## src/rtl/vrtp_pkg.sv

```systemverilog
// Package with shared types and constants for the Vorbis RTP payload depacketizer.
`default_nettype none

package vrtp_pkg;

    localparam int unsigned QueueDepth = 4;
    localparam int unsigned QPtrW      = $clog2(QueueDepth);
    localparam int unsigned QCntW      = $clog2(QueueDepth + 1);

    localparam logic [15:0] HdrDescPos = 16'd3;
    localparam logic [15:0] ShortBody  = 16'd6;
    localparam logic [15:0] FragHdrLen = 16'd6;
    localparam logic [15:0] PosMax     = 16'hffff;

    typedef enum logic [2:0] {
        PH_HEADER  = 3'd0,
        PH_FLEN_LO = 3'd1,
        PH_FLEN_HI = 3'd2,
        PH_ULEN_LO = 3'd3,
        PH_ULEN_HI = 3'd4,
        PH_UDATA   = 3'd5,
        PH_FDATA   = 3'd6,
        PH_IDLE    = 3'd7
    } phase_t;

    typedef enum logic [1:0] {
        FRAG_NONE   = 2'd0,
        FRAG_START  = 2'd1,
        FRAG_MIDDLE = 2'd2,
        FRAG_END    = 2'd3
    } frag_t;

    typedef enum logic [1:0] {
        KIND_DATA  = 2'd0,
        KIND_LAST  = 2'd1,
        KIND_END   = 2'd2,
        KIND_ABORT = 2'd3
    } kind_t;

    typedef struct packed {
        logic [7:0] data_byte;
        kind_t      kind;
        logic       packet_start;
        logic [1:0] packet_type;
    } result_t;

endpackage

`default_nettype wire

```

## src/rtl/vrtp_in_if.sv

```systemverilog
// Input channel interface: payload body bytes with their datagram length.
`default_nettype none

interface vrtp_in_if;
    logic        valid;
    logic        ready;
    logic [7:0]  byte_value;
    logic        first_of_datagram;
    logic [15:0] datagram_length;

    modport source (output valid, output byte_value, output first_of_datagram,
                    output datagram_length, input ready);
    modport sink   (input valid, input byte_value, input first_of_datagram,
                    input datagram_length, output ready);
endinterface

`default_nettype wire

```

## src/rtl/vrtp_out_if.sv

```systemverilog
// Output channel interface: reassembled packet bytes and packet markers.
`default_nettype none

interface vrtp_out_if;
    logic       valid;
    logic       ready;
    logic [7:0] data_byte;
    logic [1:0] kind;
    logic       packet_start;
    logic [1:0] packet_type;

    modport source (output valid, output data_byte, output kind, output packet_start,
                    output packet_type, input ready);
    modport sink   (input valid, input data_byte, input kind, input packet_start,
                    input packet_type, output ready);
endinterface

`default_nettype wire

```

## src/rtl/vrtp_parser.sv

```systemverilog
// Front end: parses payload bytes and produces at most one result per accepted beat.
`default_nettype none

module vrtp_parser (
    input  wire logic              clk,
    input  wire logic              rst_n,
    input  wire logic              accept,
    input  wire logic [7:0]        byte_value,
    input  wire logic              first_of_datagram,
    input  wire logic [15:0]       datagram_length,
    output      logic              res_valid,
    output      vrtp_pkg::result_t res
);

    vrtp_pkg::phase_t phase_reg, phase_next;
    logic [15:0]      pos_reg, pos_next;
    logic [1:0]       frag_reg, frag_next;
    logic [1:0]       type_reg, type_next;
    logic [3:0]       left_reg, left_next;
    logic [7:0]       lenlo_reg, lenlo_next;
    logic [15:0]      bleft_reg, bleft_next;
    logic             open_reg, open_next;
    logic             nis_reg, nis_next;

    always_ff @(posedge clk or negedge rst_n)
    begin
        if (!rst_n)
        begin
            phase_reg <= vrtp_pkg::PH_HEADER;
            pos_reg   <= '0;
            frag_reg  <= '0;
            type_reg  <= '0;
            left_reg  <= '0;
            lenlo_reg <= '0;
            bleft_reg <= '0;
            open_reg  <= 1'b0;
            nis_reg   <= 1'b1;
        end
        else
        begin
            phase_reg <= phase_next;
            pos_reg   <= pos_next;
            frag_reg  <= frag_next;
            type_reg  <= type_next;
            left_reg  <= left_next;
            lenlo_reg <= lenlo_next;
            bleft_reg <= bleft_next;
            open_reg  <= open_next;
            nis_reg   <= nis_next;
        end
    end

    always_comb
    begin
        vrtp_pkg::phase_t ph;
        logic [15:0] pos;
        logic [15:0] rem;
        logic [15:0] amount;
        logic [15:0] bleft_dec;
        logic        fits;

        phase_next = phase_reg;
        pos_next   = pos_reg;
        frag_next  = frag_reg;
        type_next  = type_reg;
        left_next  = left_reg;
        lenlo_next = lenlo_reg;
        bleft_next = bleft_reg;
        open_next  = open_reg;
        nis_next   = nis_reg;
        res_valid  = 1'b0;
        res        = '0;

        ph        = phase_reg;
        pos       = pos_reg;
        rem       = 16'd0;
        amount    = {byte_value, lenlo_reg};
        bleft_dec = bleft_reg - 16'd1;
        fits      = 1'b0;

        if (accept)
        begin
            // A new body interrupts any unfinished unfragmented packet.
            if (first_of_datagram)
            begin
                if (phase_reg == vrtp_pkg::PH_UDATA && open_reg)
                begin
                    res_valid        = 1'b1;
                    res.kind         = vrtp_pkg::KIND_ABORT;
                    res.packet_type  = type_reg;
                    open_next        = 1'b0;
                    nis_next         = 1'b1;
                end
                ph  = vrtp_pkg::PH_HEADER;
                pos = '0;
            end

            rem = (pos < datagram_length) ? (datagram_length - pos) : 16'd0;

            unique case (ph)
                vrtp_pkg::PH_HEADER:
                begin
                    phase_next = vrtp_pkg::PH_HEADER;
                    if (pos == vrtp_pkg::HdrDescPos)
                    begin
                        if (datagram_length <= vrtp_pkg::ShortBody)
                        begin
                            phase_next = vrtp_pkg::PH_IDLE;
                        end
                        else
                        begin
                            frag_next = byte_value[1:0];
                            if (byte_value[1:0] == vrtp_pkg::FRAG_NONE ||
                                byte_value[1:0] == vrtp_pkg::FRAG_START)
                            begin
                                if (open_reg)
                                begin
                                    res_valid       = 1'b1;
                                    res.kind        = vrtp_pkg::KIND_ABORT;
                                    res.packet_type = type_reg;
                                    open_next       = 1'b0;
                                end
                                nis_next = 1'b1;
                            end
                            type_next  = byte_value[3:2];
                            left_next  = byte_value[7:4];
                            phase_next = (byte_value[1:0] == vrtp_pkg::FRAG_NONE) ?
                                         vrtp_pkg::PH_ULEN_LO : vrtp_pkg::PH_FLEN_LO;
                        end
                    end
                end
                vrtp_pkg::PH_ULEN_LO:
                begin
                    if (rem > 16'd2 && left_reg != 4'd0)
                    begin
                        lenlo_next = byte_value;
                        phase_next = vrtp_pkg::PH_ULEN_HI;
                    end
                    else
                    begin
                        phase_next = vrtp_pkg::PH_IDLE;
                    end
                end
                vrtp_pkg::PH_ULEN_HI:
                begin
                    // Remaining bytes are counted from both length bytes, low byte first.
                    if (amount != 16'd0 &&
                        ({1'b0, amount} + 17'd2) <= ({1'b0, rem} + 17'd1))
                    begin
                        bleft_next = amount;
                        nis_next   = 1'b1;
                        phase_next = vrtp_pkg::PH_UDATA;
                    end
                    else
                    begin
                        left_next  = left_reg - 4'd1;
                        phase_next = vrtp_pkg::PH_ULEN_LO;
                    end
                end
                vrtp_pkg::PH_UDATA:
                begin
                    bleft_next       = bleft_dec;
                    res_valid        = 1'b1;
                    res.data_byte    = byte_value;
                    res.packet_start = nis_next;
                    res.packet_type  = type_reg;
                    if (bleft_dec == 16'd0)
                    begin
                        res.kind   = vrtp_pkg::KIND_LAST;
                        left_next  = left_reg - 4'd1;
                        open_next  = 1'b0;
                        nis_next   = 1'b1;
                        phase_next = vrtp_pkg::PH_ULEN_LO;
                    end
                    else
                    begin
                        res.kind  = vrtp_pkg::KIND_DATA;
                        open_next = 1'b1;
                        nis_next  = 1'b0;
                    end
                end
                vrtp_pkg::PH_FLEN_LO:
                begin
                    if (pos >= vrtp_pkg::HdrDescPos + 16'd1)
                    begin
                        lenlo_next = byte_value;
                        phase_next = vrtp_pkg::PH_FLEN_HI;
                    end
                end
                vrtp_pkg::PH_FLEN_HI:
                begin
                    fits = (datagram_length > vrtp_pkg::FragHdrLen) &&
                           (amount <= datagram_length - vrtp_pkg::FragHdrLen);
                    if (fits && amount != 16'd0)
                    begin
                        bleft_next = amount;
                        phase_next = vrtp_pkg::PH_FDATA;
                    end
                    else
                    begin
                        // A bad end fragment still closes the packet.
                        if (frag_reg == vrtp_pkg::FRAG_END)
                        begin
                            res_valid        = 1'b1;
                            res.kind         = vrtp_pkg::KIND_END;
                            res.packet_start = nis_next;
                            res.packet_type  = type_reg;
                            open_next        = 1'b0;
                            nis_next         = 1'b1;
                        end
                        phase_next = vrtp_pkg::PH_IDLE;
                    end
                end
                vrtp_pkg::PH_FDATA:
                begin
                    bleft_next       = bleft_dec;
                    res_valid        = 1'b1;
                    res.data_byte    = byte_value;
                    res.packet_start = nis_next;
                    res.packet_type  = type_reg;
                    if (bleft_dec == 16'd0 && frag_reg == vrtp_pkg::FRAG_END)
                    begin
                        res.kind   = vrtp_pkg::KIND_LAST;
                        open_next  = 1'b0;
                        nis_next   = 1'b1;
                        phase_next = vrtp_pkg::PH_IDLE;
                    end
                    else
                    begin
                        res.kind  = vrtp_pkg::KIND_DATA;
                        open_next = 1'b1;
                        nis_next  = 1'b0;
                        if (bleft_dec == 16'd0)
                        begin
                            phase_next = vrtp_pkg::PH_IDLE;
                        end
                    end
                end
                vrtp_pkg::PH_IDLE:
                begin
                    phase_next = vrtp_pkg::PH_IDLE;
                end
                default:
                begin
                    phase_next = vrtp_pkg::PH_IDLE;
                end
            endcase

            pos_next = (pos != vrtp_pkg::PosMax) ? (pos + 16'd1) : pos;
        end
    end

endmodule

`default_nettype wire

```

## src/rtl/vrtp_queue.sv

```systemverilog
// Back end: short result queue that drives the output channel.
`default_nettype none

module vrtp_queue (
    input  wire logic              clk,
    input  wire logic              rst_n,
    input  wire logic              push,
    input  wire vrtp_pkg::result_t push_data,
    output      logic              full,
    output      logic              pop_valid,
    input  wire logic              pop_ready,
    output      vrtp_pkg::result_t pop_data
);

    vrtp_pkg::result_t                 mem_reg [vrtp_pkg::QueueDepth];
    logic [vrtp_pkg::QPtrW-1:0]        wr_ptr_reg, wr_ptr_next;
    logic [vrtp_pkg::QPtrW-1:0]        rd_ptr_reg, rd_ptr_next;
    logic [vrtp_pkg::QCntW-1:0]        count_reg, count_next;
    logic                              pop;

    assign pop       = pop_valid && pop_ready;
    assign full      = (count_reg == vrtp_pkg::QCntW'(vrtp_pkg::QueueDepth));
    assign pop_valid = (count_reg != '0);
    assign pop_data  = mem_reg[rd_ptr_reg];

    always_comb
    begin
        wr_ptr_next = push ? (wr_ptr_reg + 1'b1) : wr_ptr_reg;
        rd_ptr_next = pop  ? (rd_ptr_reg + 1'b1) : rd_ptr_reg;
        count_next  = count_reg;
        if (push && !pop)
        begin
            count_next = count_reg + 1'b1;
        end
        else if (pop && !push)
        begin
            count_next = count_reg - 1'b1;
        end
    end

    always_ff @(posedge clk or negedge rst_n)
    begin
        if (!rst_n)
        begin
            wr_ptr_reg <= '0;
            rd_ptr_reg <= '0;
            count_reg  <= '0;
        end
        else
        begin
            wr_ptr_reg <= wr_ptr_next;
            rd_ptr_reg <= rd_ptr_next;
            count_reg  <= count_next;
        end
    end

    always_ff @(posedge clk)
    begin
        if (push)
        begin
            mem_reg[wr_ptr_reg] <= push_data;
        end
    end

endmodule

`default_nettype wire

```

## src/rtl/vorbis_rtp_payload_depacketizer_core.sv

```systemverilog
// Top level of the Vorbis RTP payload depacketizer: parser front end and result queue.
`default_nettype none

// Channel   Role    Beat carries
// --------  ------  ---------------------------------------------------------
// in_ch     sink    byte_value, first_of_datagram, datagram_length
// out_ch    source  data_byte, kind, packet_start, packet_type
//
// One input beat is taken every cycle while the result queue has room; the
// parser settles all of its state for a byte in the cycle that accepts it.
// Each accepted beat yields zero or one result, written into a four-entry
// queue whose head drives out_ch. When out_ch stalls, the queue absorbs results
// until it is full, and only then does in_ch ready drop. Reset (rst_n low,
// asynchronous) empties the queue and returns the parser to header parsing with
// no packet open.

module vorbis_rtp_payload_depacketizer_core (
    input  wire logic  clk,
    input  wire logic  rst_n,
    vrtp_in_if.sink    in_ch,
    vrtp_out_if.source out_ch
);

    logic              accept;
    logic              res_valid;
    logic              q_full;
    vrtp_pkg::result_t res;
    vrtp_pkg::result_t head;

    // Input is taken whenever the queue can hold a possible result.
    assign in_ch.ready = !q_full;
    assign accept      = in_ch.valid && !q_full;

    vrtp_parser u_parser (
        .clk               (clk),
        .rst_n             (rst_n),
        .accept            (accept),
        .byte_value        (in_ch.byte_value),
        .first_of_datagram (in_ch.first_of_datagram),
        .datagram_length   (in_ch.datagram_length),
        .res_valid         (res_valid),
        .res               (res)
    );

    vrtp_queue u_queue (
        .clk       (clk),
        .rst_n     (rst_n),
        .push      (res_valid),
        .push_data (res),
        .full      (q_full),
        .pop_valid (out_ch.valid),
        .pop_ready (out_ch.ready),
        .pop_data  (head)
    );

    assign out_ch.data_byte    = head.data_byte;
    assign out_ch.kind         = head.kind;
    assign out_ch.packet_start = head.packet_start;
    assign out_ch.packet_type  = head.packet_type;

endmodule

`default_nettype wire

```

## src/flat_wrapper.sv

```systemverilog
// flat-port wrapper written by rule: the top's interface ports become plain ports
module vorbis_rtp_payload_depacketizer_core_flat 
  (clk, rst_n, in_ch_valid, in_ch_byte_value, in_ch_first_of_datagram, in_ch_datagram_length, in_ch_ready, out_ch_valid, out_ch_data_byte, out_ch_kind, out_ch_packet_start, out_ch_packet_type, out_ch_ready);
  vrtp_in_if in_ch_i ();
  vrtp_out_if out_ch_i ();
  input  wire logic clk;
  input  wire logic rst_n;
  input wire logic [$bits(in_ch_i.valid)-1:0] in_ch_valid;
  input wire logic [$bits(in_ch_i.byte_value)-1:0] in_ch_byte_value;
  input wire logic [$bits(in_ch_i.first_of_datagram)-1:0] in_ch_first_of_datagram;
  input wire logic [$bits(in_ch_i.datagram_length)-1:0] in_ch_datagram_length;
  output wire logic [$bits(in_ch_i.ready)-1:0] in_ch_ready;
  output wire logic [$bits(out_ch_i.valid)-1:0] out_ch_valid;
  output wire logic [$bits(out_ch_i.data_byte)-1:0] out_ch_data_byte;
  output wire logic [$bits(out_ch_i.kind)-1:0] out_ch_kind;
  output wire logic [$bits(out_ch_i.packet_start)-1:0] out_ch_packet_start;
  output wire logic [$bits(out_ch_i.packet_type)-1:0] out_ch_packet_type;
  input wire logic [$bits(out_ch_i.ready)-1:0] out_ch_ready;
  assign in_ch_i.valid = in_ch_valid;
  assign in_ch_i.byte_value = in_ch_byte_value;
  assign in_ch_i.first_of_datagram = in_ch_first_of_datagram;
  assign in_ch_i.datagram_length = in_ch_datagram_length;
  assign in_ch_ready = in_ch_i.ready;
  assign out_ch_valid = out_ch_i.valid;
  assign out_ch_data_byte = out_ch_i.data_byte;
  assign out_ch_kind = out_ch_i.kind;
  assign out_ch_packet_start = out_ch_i.packet_start;
  assign out_ch_packet_type = out_ch_i.packet_type;
  assign out_ch_i.ready = out_ch_ready;
  vorbis_rtp_payload_depacketizer_core u_core (.clk(clk), .rst_n(rst_n), .in_ch(in_ch_i), .out_ch(out_ch_i));
endmodule
```

## config.mk

```make
export PLATFORM = sky130hd
export DESIGN_NAME = vorbis_rtp_payload_depacketizer_core_flat
export DESIGN_NICKNAME = d
export VERILOG_FILES = /design/src/rtl/vrtp_pkg.sv /design/src/rtl/vrtp_in_if.sv /design/src/rtl/vrtp_out_if.sv /design/src/rtl/vrtp_parser.sv /design/src/rtl/vrtp_queue.sv /design/src/rtl/vorbis_rtp_payload_depacketizer_core.sv /design/src/flat_wrapper.sv
export SDC_FILE = /design/constraint.sdc
export NUM_CORES = 1
export LEC_CHECK = 0
export BUFFER_PORTS_ARGS = -buffer_cell sky130_fd_sc_hd__buf_2
export CAP_MARGIN = 0
export CORE_UTILIZATION = 68
export CTS_CLUSTER_SIZE = 14
export DETAILED_ROUTE_END_ITERATION = 16
export PLACE_DENSITY = 0.87
export SETUP_SLACK_MARGIN = 0.3
export SYNTH_ARGS = -nofsm -noshare
export SYNTH_HDL_FRONTEND = slang
export SYNTH_SLANG_ARGS = --single-unit
```

## constraint.sdc

```tcl
create_clock -name clk -period 10.2 [get_ports clk]
set_clock_uncertainty 0.2 [all_clocks]
set_input_delay 1.02 -clock clk [delete_from_list [all_inputs] [get_ports clk]]
set_output_delay 1.02 -clock clk [all_outputs]
set_load 0.05 [all_outputs]
```

**Yosys cells after proc, flatten, opt, wreduce, memory -nomap -nowiden**

Memory sizes are Yosys's and may differ from the RTL's.
Index checks and enable logic that the tools add are counted.

- Memories kept: 1
- Word-level logic and storage cells: 169
- Output and inout bits: 15
- Flip-flop bits (word level): 60
- Input bits: 29
- RAM bits: 52

Memories:

| name | depth | width | read ports | clocked after Yosys merged registers in | write ports | RTL line | source |
|---|---|---|---|---|---|---|---|
| u_core.u_queue.mem_reg | 4 | 13 | 1 | 0 | 1 | vrtp_queue.sv:15 | `vrtp_pkg::result_t mem_reg [vrtp_pkg::QueueDepth];` |

- Add/sub/neg operators: 11
- Equal/unequal tests: 22
- Muxes and demuxes: 85
- Magnitude comparators: 7
- Bitwise gates (word level): 1
- Reduce and logical (&&, ||, !) cells: 30

Operator list:

| operator | number |
|---|---|
| $mux W16 | 6 |
| $pmux W16 S3 | 1 |
| $mux W1 | 34 |
| $mux W3 | 11 |
| $mux W2 | 14 |
| $mux W8 | 3 |
| $pmux W3 S8 | 1 |
| $eq A3 B3 Y1 const B | 6 |
| $add A16 B1 Y17 const B | 1 |
| $add A16 B2 Y17 const B | 1 |
| $le A17 B17 Y1 | 1 |
| $add A16 B1 Y16 const B | 1 |
| $eq A16 B2 Y1 const B | 1 |
| $ge A16 B3 Y1 const B | 1 |
| $gt A16 B2 Y1 const B | 1 |
| $gt A16 B3 Y1 const B | 1 |
| $le A16 B16 Y1 | 1 |
| $le A16 B3 Y1 const B | 1 |
| $logic_not A16 Y1 | 1 |
| $lt A16 B16 Y1 | 1 |
| $mux W4 | 4 |
| $ne A16 B16 Y1 const B | 1 |
| $ne A2 B2 Y1 const B | 8 |
| $pmux W8 S2 | 1 |
| other kinds (34) | 54 |

**Logic depth before layout (Yosys ltp)**

Gate-level depths: netlist (run 1).

- Word-level depth: 14
- Gate-level depth with buffers: 30
- Depth with buffers taken out: 27

**Modules after synthesis**

Synthesis (run 1) repeated with hierarchy kept, for this count alone.

- Cell total of the unflattened synthesis: 941
- Area, all modules: 8,872.3 sq um

Modules (own cells, without submodules):

| module | times used | cells each | area an instance (sq um) |
|---|---|---|---|
| vrtp_parser | 1 | 837 | 6,560.0 |
| vrtp_queue | 1 | 102 | 2,302.2 |
| vorbis_rtp_payload_depacketizer_core | 1 | 2 | 10.0 |

**Least setup slack after synthesis (run 1)**

No wires, ideal clock.

- Path kind: in2reg
- From: input in_ch_first_of_datagram
- To: register u_core.u_parser.bleft_reg[10]
- Buffers on the path: 3
- Data arrival time: 7,093 ps
- Data required time: 9,865 ps
- Stages: 30
- Setup slack: 2,773 ps
- Cells stage by stage: clkbuf_1 clkbuf_1 nand2b_1 inv_1 fa_1 nand2b_1 a211o_1 a32oi_1 a221oi_1 nor2_1 inv_1 nor2_1 ha_1 nand2_1 or3_1 or2_2 nor4_2 xnor2_1 nand2_1 ha_1 nand4_1 or4_1 mux2i_1 a41oi_1 o21ai_0 nand3_1 o21bai_1 clkbuf_1 o21ai_0 o21ai_0

- Cells in the longest elaborated chain, start to end: 9

Ends and longest elaborated chain:

| what | RTL line | source |
|---|---|---|
| from (decl) | flat_wrapper.sv:10 | `input wire logic [$bits(in_ch_i.first_of_datagram)-1:0] in_ch_first_of_datagram;` |
| $mux W16 | vrtp_parser.sv:84 | `if (first_of_datagram)` |
| $mux W16 | vrtp_parser.sv:81 | `if (accept)` |
| $sub A16 B16 Y16 / $lt A16 B16 Y1 (equally long branches) | vrtp_parser.sv:98 | `rem = (pos < datagram_length) ? (datagram_length - pos) : 16'd0;` |
| $mux W16 | vrtp_parser.sv:98 |  |
| $add A16 B1 Y17 | vrtp_parser.sv:148 | `({1'b0, amount} + 17'd2) <= ({1'b0, rem} + 17'd1))` |
| $le A17 B17 Y1 | vrtp_parser.sv:148 |  |
| $logic_and A1 B1 Y1 | vrtp_parser.sv:147 | `if (amount != 16'd0 &&` |
| $ne A2 B2 Y1 (no line) | -- |  |
| $reduce_and A4 Y1 (no line) | -- |  |
| to (signal assigned) | vrtp_parser.sv:47 | `bleft_reg <= bleft_next;` |
| to (decl) | vrtp_parser.sv:21 | `logic [15:0] bleft_reg, bleft_next;` |

Parallel ways exist; a longest one is shown, timed or not. The select of a mux whose other input is x is not followed.
A chain may end at the register's enable or synchronous reset.

**Final worst setup path (run 1)**

- From: input in_ch_first_of_datagram
- To: register u_core.u_parser.bleft_reg[4]

The elaborated chain is that of the path after synthesis.

==> results.yml, run 1 <==
layout:
  stdcell_count: 1059
  post-route-util_pct: 74.69
  final_nets: 999
  drive_gt1_share_pct: 12.64
  fillers: 805
  stdcell_area_um2: 8971
  syn_to_final_growth_pct: 7.031
  largest_register_ff_count: 52
drt:
  detailedRoute.firstPassIterationCount: 5
  detail_route.vias_per_cell: 6.788
  drc_violations_left: 0
  drt_iter0_drc: 778
  routed_wirelength_mm: 21.81
  post_detailed_route_count_of_antenna_violating_nets: 0
  routedWlPerCell_um: 20.59
  detailroute.via_count: 7189
timing:
  hold_viol_final: 0
  period_needed_ns: 8.436
  worst_slack_ns: 1.764
  setup_tns_ns: 0
  slew_headroom_pct: 40.18
  setup-violations-final: 0
  fmax_mhz: 118.5
  setup_repair_after_global_routing_missed_its_margin: "false"
  slew_violations: 0
  post-route-period-util_pct: 82.71
  worstMarginPinSlew_ns: 0.8974
  hold_slack_ns: 0.2977
logic_synthesis:
  postSynthAreaPerCell_um2: 9.525
  post_synth_inst_count: 880
  flip_flop_cell_with_the_highest_count_after_synthesis: "sky130_fd_sc_hd__dfrtp_1"
  yosys.area.top_type_share_pct: 18.63
  postSynthRegisterBits: 112
  synth.largest_area_cell: "sky130_fd_sc_hd__edfxtp_1"
  seq_total_area_yosys_pct: 36.56
  synthXorXnorAreaFrac_pct: 7.210
  synthesized_area_fraction_occupied_by_adder_cells_pct: 9.882
  synth.area.top_cells: "sky130_fd_sc_hd__edfxtp_1 19%, sky130_fd_sc_hd__dfrtp_1 18%, sky130_fd_sc_hd__ha_1 9.4%"
  yosys_warnings: 0
  ys_types: 80
  simple_gate_portion_of_the_synthesized_area_pct: 21.70
  combinational_family_with_the_most_area_after_synthesis: "simple AND/OR/NAND/NOR gates"
  post_synth_instance_area_um2: 8382
  mappedNetlistNets: 974
  synth_compound_gate_area_share_pct: 15.48
  synth_enable_flop_cells: 52
  asyncSetResetFlopFracSynth_pct: 53.57
  synth_mux_area_share_pct: 6.031
floorplan:
  initial_utilization_pct: 69.78
  die_width_um: 113.0
  core_box_area_um2: 12010
  die-area_um2: 12770
  dieHeight_um: 113.0
  design.portCount: 44
  placementRows: 40
cts:
  post_cts_hold_buffer_count: 0
  htree_levels: 3
  number_of_buffers_created_by_cts: 9
  clkSlewWorstSetupHoldPaths_ns: 0.08
  clock_sinks: 112
  cts.root.buffer_cell: "sky130_fd_sc_hd__clkbuf_16"
  clk-insertion-delay-late_ns: 0.36
  tritoncts: "yes"
  postCtsSetupBuffers: 0
  post_cts_repair_resize_count: 0
  cts_max_path_buffers: 2
worst_hold_path:
  timing.hold.worst.class: "reg -> reg"
global_routing:
  grtUsageMet3_pct: 6.642
  first_pass_grt_wire_length_mm: 34.89
  first_global_vias: 6891
  grt_start_max_net_pins: 61
  overall_fraction_of_global_route_tracks_in_use_pct: 35.27
  grt_use_met2_pct: 60.74
  m1_gr_usage_pct: 42.13
  antenna_violations_before_repair: 2
  grt-ovfl-total: 0
  grt_busiest_layer: "met2"
worst_setup_path:
  critPathLaunchType: "input port"
  critical_path.endpoint_type: "flip-flop"
  worst-path-max-fanout: 36
  slowest_delay_ns: 0.69
  crit_path_top_delay_cell: "sky130_fd_sc_hd__nor2_1"
  cp.arrival_ns: 8.46
  path_delay_family: "simple AND/OR/NAND/NOR gates"
  crit_type: "in -> reg"
  critical_path.n_buffers_inverters: 3
  worst-endpoint-required_ns: 10.23
placed_design:
  hpwlAfterDp_mm: 16.25
  gp_congestion: 0.9668
  placement.setup.worst_slack_ns: 1.506
  placed_cells: 1041
  portBuffers: 43
  dpl-instance-area_um2: 8680
power:
  fin_total_pwr_mw: 2.053
  max-vdd-ir-drop_uv: 114.6
  p_per_area_nw_per_um2: 228.9
  cellLeakagePower_nw: 3.508
flow_run:
  drv_cap: 0
outcome:
  outcome: "finished, final reports clean"
[cell usage after synthesis (all sizes together) (4+ instances only)]
| master | number |
|---|---|
| or2 | 4 |
| nor2 | 67 |
| a41oi | 5 |
| mux2 | 15 |
| o21bai | 6 |
| nor2b | 17 |
| inv | 35 |
| nor3b | 4 |
| ha | 63 |
| or3 | 11 |
| o22ai | 6 |
| xnor2 | 47 |
| and3 | 16 |
| a31oi | 12 |
| nor4b | 4 |
| a211oi | 6 |
| edfxtp | 52 |
| mux2i | 4 |
| xor2 | 22 |
| a2bb2oi | 4 |
| nand2 | 83 |
| a21oi | 58 |
| buf | 7 |
| nor4 | 20 |
| a21o | 13 |
| o211ai | 7 |
| mux4 | 13 |
| nand3 | 31 |
| clkbuf | 26 |
| nand4 | 14 |
| nor3 | 23 |
| a211o | 4 |
| nand3b | 4 |
| o21ai | 42 |
| and2 | 10 |
| nand2b | 23 |
| o21a | 5 |
| dfrtp | 59 |
[kinds of logic after synthesis]
kind of cell	count (synthesis)
xor gates and xnor gates	69
AOI/OAI and AO/OA	193
adders and majority gates	65
buffers and inverters	68
DFF	112
and+or+nand+nor	341
muxes	32
[layer usage]
| layer | up-vias | wire length, um |
|---|---|---|
| li1 | 3301 | - |
| met1 | 3467 | 8575 |
| met2 | 351 | 10790 |
| met3 | 70 | 1450 |
| met4 | 0 | 996 |
| met5 | - | 0 |
[area by class of cell]
type | count | area, um^2 | area share (%)
Multi-Input combinational cell | 700 | 5055 | 56.35
Sequential cell | 112 | 3064 | 34.16
Timing Repair Buffer | 47 | 245.2 | 2.734
Clock buffer | 9 | 225.2 | 2.510
Tap cell | 147 | 183.9 | 2.050
Inverter | 35 | 131.4 | 1.464
Clock inverter | 7 | 61.31 | 0.6834
Antenna cell | 2 | 5.005 | 0.05579
[path summary, 6_finish.rpt]
path                                                  to  cells past startpoint  slack [ns]                   startpoint
min                          u_core.u_queue.count_reg[2]                      1        0.30  u_core.u_queue.count_reg[2]
max reg2reg                 u_core.u_parser.bleft_reg[4]                     28        2.49   u_core.u_parser.pos_reg[0]
max                         u_core.u_parser.bleft_reg[4]                     29        1.76      in_ch_first_of_datagram
max in group asynchronous  u_core.u_parser.bleft_reg[11]                      2        8.66                        rst_n
min reg2reg                  u_core.u_queue.count_reg[2]                      1        0.30  u_core.u_queue.count_reg[2]
min in group asynchronous   u_core.u_queue.rd_ptr_reg[0]                      2        0.62                        rst_n
[cells in the final DEF, fill, tap and decap left out, types with 14 or more instances in the layout]
master,n
sky130_fd_sc_hd__nand2_1,82
sky130_fd_sc_hd__nor2_1,66
sky130_fd_sc_hd__ha_1,63
sky130_fd_sc_hd__dfrtp_1,59
sky130_fd_sc_hd__a21oi_1,57
sky130_fd_sc_hd__edfxtp_1,52
sky130_fd_sc_hd__xnor2_1,47
sky130_fd_sc_hd__buf_2,43
sky130_fd_sc_hd__o21ai_0,38
sky130_fd_sc_hd__inv_1,35
sky130_fd_sc_hd__nand3_1,30
sky130_fd_sc_hd__nand2b_1,23
sky130_fd_sc_hd__nor3_1,23
sky130_fd_sc_hd__xor2_1,22
sky130_fd_sc_hd__nor2b_1,17
sky130_fd_sc_hd__nor4_1,17
sky130_fd_sc_hd__and3_1,16
sky130_fd_sc_hd__nand4_1,14
[power by group]
part | total (mW) | leakage (nW) | internal, mW | switching [mW]
combinational | 0.939 | 2.14 | 0.374 | 0.565
clock | 0.346 | 0.140 | 0.171 | 0.175
sequential | 0.768 | 1.23 | 0.587 | 0.181
Power figures use the tool's default switching activity.
==> run 2, diff against run 1 <==
--- a/config.mk
+++ b/config.mk
@@ -7,10 +7,10 @@
 export LEC_CHECK = 0
 export BUFFER_PORTS_ARGS = -buffer_cell sky130_fd_sc_hd__buf_2
 export CAP_MARGIN = 0
-export CORE_UTILIZATION = 68
+export CORE_UTILIZATION = 63
 export CTS_CLUSTER_SIZE = 14
 export DETAILED_ROUTE_END_ITERATION = 16
-export PLACE_DENSITY = 0.87
+export PLACE_DENSITY = 0.82
 export SETUP_SLACK_MARGIN = 0.3
 export SYNTH_ARGS = -nofsm -noshare
 export SYNTH_HDL_FRONTEND = slang
==> constraint.sdc (replaced) <==
create_clock -name clk -period 8.1 [get_ports clk]
set_clock_uncertainty 0.2 [all_clocks]
set_input_delay 0.81 -clock clk [delete_from_list [all_inputs] [get_ports clk]]
set_output_delay 0.81 -clock clk [all_outputs]
set_load 0.05 [all_outputs]
==> run 2 against run 1 <==
Via count down 1.5%. First-iteration DRC count fell by 26%. Worst hold slack better by 0.0081 ns. Power rose by 25%. Sequential power grew 25%.
==> results.yml, run 2 (synthesis results as in run 1) <==
drt:
  detail_route.vias_per_cell: 6.533
  routed_wirelength_mm: 21.59
  detailedRoute.firstPassIterationCount: 5
  routedWlPerCell_um: 19.92
  drc_violations_left: 0
  detailroute.via_count: 7082
  drt_iter0_drc: 573
  post_detailed_route_count_of_antenna_violating_nets: 0
timing:
  fmax_mhz: 137.6
  hold_viol_final: 0
  setup_tns_ns: 0
  post-route-period-util_pct: 89.73
  slew_headroom_pct: 41.51
  hold_slack_ns: 0.3058
  setup-violations-final: 0
  setup_repair_after_global_routing_missed_its_margin: "false"
  period_needed_ns: 7.268
  slew_violations: 0
  worstMarginPinSlew_ns: 0.8773
floorplan:
  core_box_area_um2: 12770
  design.portCount: 44
  die-area_um2: 13770
  placementRows: 41
  die_width_um: 117.3
  initial_utilization_pct: 65.62
  dieHeight_um: 117.3
worst_setup_path:
  worst-endpoint-required_ns: 8.16
  crit_top_cell: "sky130_fd_sc_hd__ha_1"
  cp.arrival_ns: 7.33
  crit_path_top_delay_cell: "sky130_fd_sc_hd__or4_1"
  worst-path-max-fanout: 27
  critPathLaunchType: "input port"
  critical_path.endpoint_type: "flip-flop"
  crit_type: "in -> reg"
  slowest_delay_ns: 0.54
placed_design:
  portBuffers: 43
  placed_cells: 1068
  hpwlAfterDp_mm: 15.97
  gp_congestion: 0.9554
cts:
  clk-insertion-delay-late_ns: 0.36
  cts.root.buffer_cell: "sky130_fd_sc_hd__clkbuf_16"
  clkSlewWorstSetupHoldPaths_ns: 0.08
  clock_sinks: 112
  tritoncts: "yes"
  post_cts_repair_resize_count: 0
  number_of_buffers_created_by_cts: 9
  postCtsSetupBuffers: 0
  htree_levels: 3
  post_cts_hold_buffer_count: 0
  cts_max_path_buffers: 2
layout:
  stdcell_count: 1084
  largest_register_ff_count: 52
  drive_gt1_share_pct: 13.05
  fillers: 964
  syn_to_final_growth_pct: 7.777
  antennaDiodeCount: 0
  final_nets: 1001
  final_cell_mix: "82 x sky130_fd_sc_hd__nand2_1, 66 x sky130_fd_sc_hd__nor2_1, 63 x sky130_fd_sc_hd__ha_1, 59 x sky130_fd_sc_hd__dfrtp_1, 57 x sky130_fd_sc_hd__a21oi_1"
  layout_commonest_cell: "sky130_fd_sc_hd__nand2_1"
global_routing:
  overall_fraction_of_global_route_tracks_in_use_pct: 32.07
  grt_start_max_net_pins: 61
  first_global_vias: 6972
  first_pass_grt_wire_length_mm: 34.77
  antenna_violations_before_repair: 0
  grt-ovfl-total: 0
power:
  cellLeakagePower_nw: 3.521
  p_per_area_nw_per_um2: 285.2
  max-vdd-ir-drop_uv: 119.0
outcome:
  outcome: "finished, final reports clean"
flow_run:
  drv_cap: 0
worst_hold_path:
  timing.hold.worst.class: "reg -> reg"
## run 2: power breakdown
group | leakage [nW] | switching (mW) | internal (mW)
combinational | 2.15 | 0.703 | 0.472
clock | 0.143 | 0.221 | 0.218
sequential | 1.23 | 0.224 | 0.739
total | 3.52 | 1.15 | 1.43
## run 2: routing by layer
layer  wire length [um]  track usage, %  vias up  part of all wire (%)
met5                  0               0        -                     0
met4                963           16.23        0                   4.5
met3               1359           5.545       82                   6.3
met2              10640           55.07      306                    49
met1               8621           38.68     3394                    40
li1                   -               -     3300                     -
## run 2: per-stage QoR
step / cell area [um^2] / utilization, % / setup slack [ns] / power (mW)
after global routing: 9034 / 70.72 / 0.3426 / 2.738
after global placement: 8726 / 68.31 / 0.7915 / 2.050
final: 9034 / 70.72 / 0.8322 / 2.576
after floorplan: 8382 / - / 0.8826 / 1.831
after CTS: 9024 / 70.64 / 0.7556 / 2.566
after detailed placement: 8726 / 68.31 / 0.3896 / 2.125
## run 2: cell type report
type	instances	area [um^2]	area share [%]
Clock buffer	9	225.2	2.493
Clock inverter	7	72.57	0.8033
Inverter	35	131.4	1.454
Multi-Input combinational cell	700	5065	56.07
Sequential cell	112	3064	33.92
Tap cell	172	215.2	2.382
Timing Repair Buffer	49	260.3	2.881
## run 2: path summary, 6_finish.rpt
path	to	slack (ns)	start	depth (start not counted)
max reg2reg	u_core.u_parser.bleft_reg[11]	1.04	u_core.u_parser.pos_reg[0]	29
min	u_core.u_parser.type_reg[0]	0.31	u_core.u_parser.type_reg[0]	1
min reg2reg	u_core.u_parser.type_reg[0]	0.31	u_core.u_parser.type_reg[0]	1
max in group asynchronous	u_core.u_queue.count_reg[0]	6.76	rst_n	2
min in group asynchronous	u_core.u_parser.lenlo_reg[7]	0.40	rst_n	2
max	u_core.u_parser.bleft_reg[11]	0.83	in_ch_first_of_datagram	30
## run 2: worst max-delay path: cells and delay by family
family | cells | cell delay (ns)
and+or+nand+nor | 12 | 2.61
AOI/OAI and AO/OA | 8 | 1.68
adders and majority gates | 4 | 1.19
buffers and inverters | 4 | 0.74
xor gates and xnor gates | 1 | 0.17
muxes | 1 | 0.15
